$ cat config.mk
export PLATFORM = sky130hd
export DESIGN_NAME = length_prefixed_list_deframer
export DESIGN_NICKNAME = d
export VERILOG_FILES = /design/src/hw/rtl/lpld_pkg.sv /design/src/hw/rtl/lpld_parser.sv /design/src/hw/rtl/length_prefixed_list_deframer.sv
export SDC_FILE = /design/constraint.sdc
export NUM_CORES = 1
export LEC_CHECK = 0
export BUFFER_PORTS_ARGS = -buffer_cell sky130_fd_sc_hd__buf_2
export CORE_MARGIN = 1
export CORE_UTILIZATION = 25
export DETAILED_ROUTE_END_ITERATION = 10
export GPL_ROUTABILITY_DRIVEN = 0
export MAX_ROUTING_LAYER = met4
export SLEW_MARGIN = 20
export SYNTH_ARGS = -nofsm -noshare
export SYNTH_HDL_FRONTEND = slang
export SYNTH_HIERARCHICAL = 1
export SYNTH_SLANG_ARGS = --single-unit
$ cat constraint.sdc
create_clock -name clk_i -period 4.15 [get_ports clk_i]
set_input_delay 0 -clock clk_i [delete_from_list [all_inputs] [get_ports clk_i]]
set_output_delay 0 -clock clk_i [all_outputs]
set_load 0.02 [all_outputs]
$ cat src/hw/rtl/lpld_pkg.sv
// Shared types and constants for the length-prefixed list deframer.
`timescale 1ns / 1ps

package lpld_pkg;

  // Magic header bytes "RSList1\n", first byte at index 0
  localparam logic [7:0] MAGIC [8] = '{8'h52, 8'h53, 8'h4C, 8'h69,
                                       8'h73, 8'h74, 8'h31, 8'h0A};

  localparam int unsigned FieldLastPos = 3;
  localparam int unsigned MagicLastPos = 7;

  // Parse phase, one-hot
  typedef enum logic [4:0] {
    PH_MAGIC   = 5'b00001,
    PH_COUNT   = 5'b00010,
    PH_LEN     = 5'b00100,
    PH_PAYLOAD = 5'b01000,
    PH_DONE    = 5'b10000
  } phase_e;

  // Completion status reported on the final byte
  typedef enum logic [2:0] {
    ST_OK        = 3'd0,
    ST_BAD_MAGIC = 3'd1,
    ST_TRUNCATED = 3'd2,
    ST_ZERO_LEN  = 3'd3,
    ST_TRAILING  = 3'd4
  } status_e;

  // One result item
  typedef struct packed {
    logic [7:0]  data_byte;
    logic        data_valid;
    logic        item_first;
    logic        item_last;
    logic [31:0] item_number;
    logic [31:0] item_length;
    logic        done_res;
    status_e     status;
  } res_t;

endpackage

$ cat src/hw/rtl/lpld_parser.sv
// Parse state registers and the per-byte step logic of the deframer.
`timescale 1ns / 1ps

module lpld_parser (
  input  logic          clk_i,
  input  logic          rst_ni,
  input  logic          step_i,
  input  logic [7:0]    byte_i,
  input  logic          last_i,
  output lpld_pkg::res_t res_o
);
  import lpld_pkg::*;

  phase_e      phase_q, phase_d;
  logic [2:0]  pos_q, pos_d;
  logic [31:0] shift_q, shift_d;
  logic [31:0] items_q, items_d;
  logic [31:0] left_q, left_d;
  logic [31:0] item_q, item_d;
  logic [31:0] len_q, len_d;
  status_e     err_q, err_d;
  logic [31:0] shift_w;

  assign shift_w = {shift_q[23:0], byte_i};

  // Advance the parse state by one byte and form its result
  always_comb begin
    phase_d = phase_q;
    pos_d   = pos_q;
    shift_d = shift_q;
    items_d = items_q;
    left_d  = left_q;
    item_d  = item_q;
    len_d   = len_q;
    err_d   = err_q;
    res_o   = '0;

    if (err_q == ST_OK) begin
      unique case (phase_q)
        PH_MAGIC: begin
          if (byte_i != MAGIC[pos_q]) begin
            err_d = ST_BAD_MAGIC;
          end else if (pos_q == 3'(MagicLastPos)) begin
            phase_d = PH_COUNT;
            pos_d   = '0;
            shift_d = '0;
          end else begin
            pos_d = pos_q + 3'd1;
          end
        end
        PH_COUNT, PH_LEN: begin
          shift_d = shift_w;
          if (pos_q >= 3'(FieldLastPos)) begin
            pos_d   = '0;
            shift_d = '0;
            if (phase_q == PH_COUNT) begin
              items_d = shift_w;
              item_d  = '0;
              phase_d = (shift_w == '0) ? PH_DONE : PH_LEN;
            end else if (shift_w == '0) begin
              err_d = ST_ZERO_LEN;
            end else begin
              len_d   = shift_w;
              left_d  = shift_w;
              phase_d = PH_PAYLOAD;
            end
          end else begin
            pos_d = pos_q + 3'd1;
          end
        end
        PH_PAYLOAD: begin
          res_o.data_byte   = byte_i;
          res_o.data_valid  = 1'b1;
          res_o.item_first  = (left_q == len_q);
          res_o.item_last   = (left_q == 32'd1);
          res_o.item_number = item_q;
          res_o.item_length = len_q;
          left_d = left_q - 32'd1;
          if (left_q == 32'd1) begin
            item_d  = item_q + 32'd1;
            items_d = items_q - 32'd1;
            phase_d = (items_q == 32'd1) ? PH_DONE : PH_LEN;
          end
        end
        PH_DONE: begin
          err_d = ST_TRAILING;
        end
        default: begin
          phase_d = PH_MAGIC;
          pos_d   = '0;
        end
      endcase
    end

    // Report status on the final byte and drop back to reset state
    if (last_i) begin
      res_o.done_res = 1'b1;
      if (err_d != ST_OK) begin
        res_o.status = err_d;
      end else if (phase_d == PH_DONE) begin
        res_o.status = ST_OK;
      end else begin
        res_o.status = ST_TRUNCATED;
      end
      phase_d = PH_MAGIC;
      pos_d   = '0;
      shift_d = '0;
      items_d = '0;
      left_d  = '0;
      item_d  = '0;
      len_d   = '0;
      err_d   = ST_OK;
    end
  end

  // Hold state unless a byte is processed
  always_ff @(posedge clk_i or negedge rst_ni) begin
    if (!rst_ni) begin
      phase_q <= PH_MAGIC;
      pos_q   <= '0;
      shift_q <= '0;
      items_q <= '0;
      left_q  <= '0;
      item_q  <= '0;
      len_q   <= '0;
      err_q   <= ST_OK;
    end else if (step_i) begin
      phase_q <= phase_d;
      pos_q   <= pos_d;
      shift_q <= shift_d;
      items_q <= items_d;
      left_q  <= left_d;
      item_q  <= item_d;
      len_q   <= len_d;
      err_q   <= err_d;
    end
  end

endmodule

$ cat src/hw/rtl/length_prefixed_list_deframer.sv
// Top level of the length-prefixed list deframer: input and result stages.
// Flow: an accepted byte is held in the input stage, and its parsed result is
// then loaded into the result register, which drives the output.
// Throughput: one byte per cycle unless the output stalls; the input stage and
// result register form a two-stage pipeline, each advancing when the next frees.
// Reset: asynchronous active low; parser returns to the magic phase, both
// stages empty. Parser state also returns to reset after each final byte.
`timescale 1ns / 1ps

module length_prefixed_list_deframer (
  input  logic        clk_i,
  input  logic        rst_ni,
  input  logic        s_axis_tvalid,
  output logic        s_axis_tready,
  input  logic [7:0]  s_axis_tdata,   // [7:0] in_byte
  input  logic        s_axis_tlast,   // is_last
  output logic        m_axis_tvalid,
  input  logic        m_axis_tready,
  output logic [71:0] m_axis_tdata,   // [7:0] data_byte, [39:8] item_number,
                                      // [71:40] item_length
  output logic [7:0]  m_axis_tuser,   // [0] data_valid, [1] item_first,
                                      // [2] item_last, [5:3] status, [7:6] zero
  output logic        m_axis_tlast    // done_res
);
  import lpld_pkg::*;

  logic       in_vld_q;
  logic [7:0] in_byte_q;
  logic       in_last_q;
  logic       out_vld_q;
  res_t       res_q;
  res_t       res_w;
  logic       out_adv;
  logic       step;

  assign out_adv       = !out_vld_q || m_axis_tready;
  assign s_axis_tready = !in_vld_q || out_adv;
  assign step          = in_vld_q && out_adv;

  lpld_parser u_parser (
    .clk_i  (clk_i),
    .rst_ni (rst_ni),
    .step_i (step),
    .byte_i (in_byte_q),
    .last_i (in_last_q),
    .res_o  (res_w)
  );

  // Input stage: take a request whenever the stage frees
  always_ff @(posedge clk_i or negedge rst_ni) begin
    if (!rst_ni) begin
      in_vld_q <= 1'b0;
    end else if (s_axis_tready) begin
      in_vld_q <= s_axis_tvalid;
    end
  end

  always_ff @(posedge clk_i) begin
    if (s_axis_tready && s_axis_tvalid) begin
      in_byte_q <= s_axis_tdata;
      in_last_q <= s_axis_tlast;
    end
  end

  // Result register: load the parsed result, hold while stalled
  always_ff @(posedge clk_i or negedge rst_ni) begin
    if (!rst_ni) begin
      out_vld_q <= 1'b0;
    end else if (out_adv) begin
      out_vld_q <= in_vld_q;
    end
  end

  always_ff @(posedge clk_i) begin
    if (step) begin
      res_q <= res_w;
    end
  end

  assign m_axis_tvalid = out_vld_q;
  assign m_axis_tdata  = {res_q.item_length, res_q.item_number, res_q.data_byte};
  assign m_axis_tuser  = {2'b00, res_q.status, res_q.item_last, res_q.item_first,
                          res_q.data_valid};
  assign m_axis_tlast  = res_q.done_res;

endmodule

==> results.ini <==
[power]
powerDensity_nw_per_um2=431
p_total_mw=6.53
peakVddDrop_mv=0.262
leakagePower_nw=6.42

[routing]
drt-wirelength-per-cell_um=18.5
viasPerCell=5.12
routed_wl_mm=39.3
drt-initial-drc-count=1048
dr.pass1.iters=8
vias=10800
ant_nets=0
drc_errors=0

[timing]
min_period_ps=3600
fin_crit_sh=0.866
timing.slew.headroom=0.270
slew_viol_final=0
setup_viol=0
fmaxAchievable_mhz=278
skew_ps=22.0
finalSetupTns_ps=0
grt_setup_unrepaired=false
tightest_slew_ps=1090
hold_violations=0

[clock_network]
clk_pin_slew_ps=60
clk_latency_ps=570
clockBufferDepth=3
cts_sinks=253
cts_resized=0
hold_buffers=13
cts_root_buf=clkbuf_16
cts_buffers=29
postCtsSetupBuffers=0
cts_tree=yes
h-tree-depth=1

[place]
dpl_cell_area_um2=14100
port_buffers=93
hpwl_mm=26.4

[critical_path]
slowest_delay_ps=620
end_kind=flop
r2r_slack_ps=550
required_ps=4640
reg2reg_from=u_parser/left_q[11]
setup.worst_path.class=flop to flop
start_kind=flop
cp_data_arrival_time_ps=4090
regToRegEndpoint=u_parser/item_q[31]
critical_path.top_delay_family=simple AND/OR/NAND/NOR gates
crit_path_max_fanout=16
path_depth=7
cp_cell_sequence=or4_1 > or4_4 > or4_4 > a21oi_4 > nand2_2 > or4_1 > a21oi_1
slowest_stage=or4_1
r2r.worst_path.cells=7
worst-path-buf-inv=0

[layout]
drive_gt1_frac=0.134
nNetsFinal=1450
diodes=0
fin_area_um2=15200
area_delta_synth_final_pct=18.0

[logic_synthesis]
async_flop_share=0.652
syn_area_per_cell_um2=9.54
synthCells=1347
ys_seq_area_frac=0.527
syn-cell-area_um2=12800
yosys-top-cells-area=dfrtp_1 (32%), edfxtp_1 (21%), o21ai_0 (6.9%)
synth.largest_area_cell=dfrtp_1
synth_edf_count=88
ys_seq_elements=253
yosysUniqueCellTypes=77
ys_warn_count=6
yosysTopAreaCellShare=0.319
ys.flop_type=dfrtp_1

[min_path]
min_path_type=input port to flop
hp-start=s_axis_tdata[7]
holdPathEnd=in_byte_q[7]
min_path_cells=2

[floorplan]
core_um2=50400
die_x_um=229
rows=82
die-area_um2=52300
dieHeight_um=229
initial_core_util=0.255
io_pins=96

[grt]
antenna_found_initial=0
grt_pass1_vias=10600
grt-ovfl-total=0
grt_max_degree=100
grt_pass1_wl_mm=62.2
grt_usage=0.153

[job]
max_cap_violations=0

[status]
outcome=finished, final reports clean

sequential cells by signal, indices dropped and copies added, names as in the netlist:
name,count
m_axis_tdata,72
u_parser/item_q,32
u_parser/items_q,32
u_parser/left_q,32
u_parser/len_q,32
u_parser/shift_q,24
in_byte_q,8
m_axis_tuser,6
u_parser/phase_q,5
u_parser/err_q,3
u_parser/pos_q,3
in_last_q,1
in_vld_q,1
m_axis_tlast,1
m_axis_tvalid,1
per-layer routing:
layer  global-route usage  share of wire  vias to the layer above
met1                0.206           0.44                     5285
met5                    -              0                        -
met3               0.0187          0.064                       83
met4               0.0564          0.033                        0
met2                0.236           0.46                      400
li1                     -              -                     5081
worst reg2reg max path, delay by kind of cell, from the launching register on:
| kind | cells | cell delay, ps |
|---|---|---|
| flops | 1 | 440 |
| compound gates | 2 | 580 |
| simple gates | 5 | 2490 |
power breakdown:
| part | switching [mW] | internal [mW] |
|---|---|---|
| clock network | 1.07 | 1.46 |
| logic | 0.722 | 0.360 |
| registers | 0.176 | 2.74 |
kinds of logic (layout without fill, tap and decap cells):
group / Yosys count / after routing / share of synthesized area
AOI/OAI and AO/OA: 354 / 354 / 0.168
muxes: 4 / 4 / 0.00331
other: 1 / 2 / 0.000292
and+or+nand+nor: 556 / 556 / 0.219
buffers and inverters: 116 / 217 / 0.0359
DFF: 253 / 253 / 0.527
xor gates and xnor gates: 52 / 52 / 0.0355
adders and majority gates: 11 / 11 / 0.0107
cells in the mapped netlist (4+ instances only):
cell / instances
nand4_1: 13
nor2_1: 91
and2_1: 12
o31ai_1: 16
o2bb2ai_1: 11
xor2_1: 46
and3_1: 77
or4_4: 5
nor3_1: 32
o22ai_1: 7
or3_1: 15
a22oi_1: 13
nand3_1: 51
xnor2_1: 6
nor2b_1: 8
edfxtp_1: 88
o211ai_1: 5
o22a_1: 5
nand2b_1: 8
nand2_1: 174
a21o_1: 6
inv_1: 23
buf_4: 4
dfrtp_1: 164
a22o_1: 13
a31oi_1: 7
a211oi_1: 5
and4_1: 5
nor4_1: 40
ha_1: 11
o21ai_0: 176
clkbuf_1: 83
or4_1: 7
a21oi_1: 56
per-stage QoR:
| step | hold slack (ps) | util | worst slack, ps | cells |
|---|---|---|---|---|
| 2_1_floorplan | -296 | - | 720 | 1348 |
| 3_3_place_gp | 178 | 0.279 | 666 | 2052 |
| 3_5_place_dp | 178 | 0.279 | 616 | 2052 |
| 4_1_cts | 93.6 | 0.300 | 586 | 2119 |
| 5_1_grt | 118 | 0.301 | 460 | 2121 |
| 6_report | 126 | 0.301 | 554 | 2121 |
final cells by class:
type                            instances  area [µm²]
Fill cell                            5277       35200
Sequential cell                       253        6770
Multi-Input combinational cell        979        5650
Timing Repair Buffer                  139         872
Tap cell                              672         841
Clock buffer                           40         787
Clock inverter                         14         139
Inverter                               24        90.1
how the worst max path moves through the flow:
stage	end	slack, ps	from
3_3_place_gp	u_parser/item_q[31]	670	u_parser/left_q[14]
3_5_place_dp	u_parser/item_q[31]	620	u_parser/left_q[11]
2_1_floorplan	u_parser/item_q[22]	720	m_axis_tvalid
6_report	u_parser/item_q[31]	550	u_parser/left_q[11]
5_1_grt	u_parser/item_q[31]	460	u_parser/left_q[11]
4_1_cts	u_parser/item_q[31]	590	u_parser/left_q[11]
placed cells by master, fill, tap and decap left out, types with 46 or more instances in the layout:
cell type    n
a21oi_1     56
and3_1      76
buf_2       92
dfrtp_1    164
edfxtp_1    88
nand2_1    174
nand3_1     49
nor2_1      90
o21ai_0    176
xor2_1      46
Power figures use the tool's default switching activity.
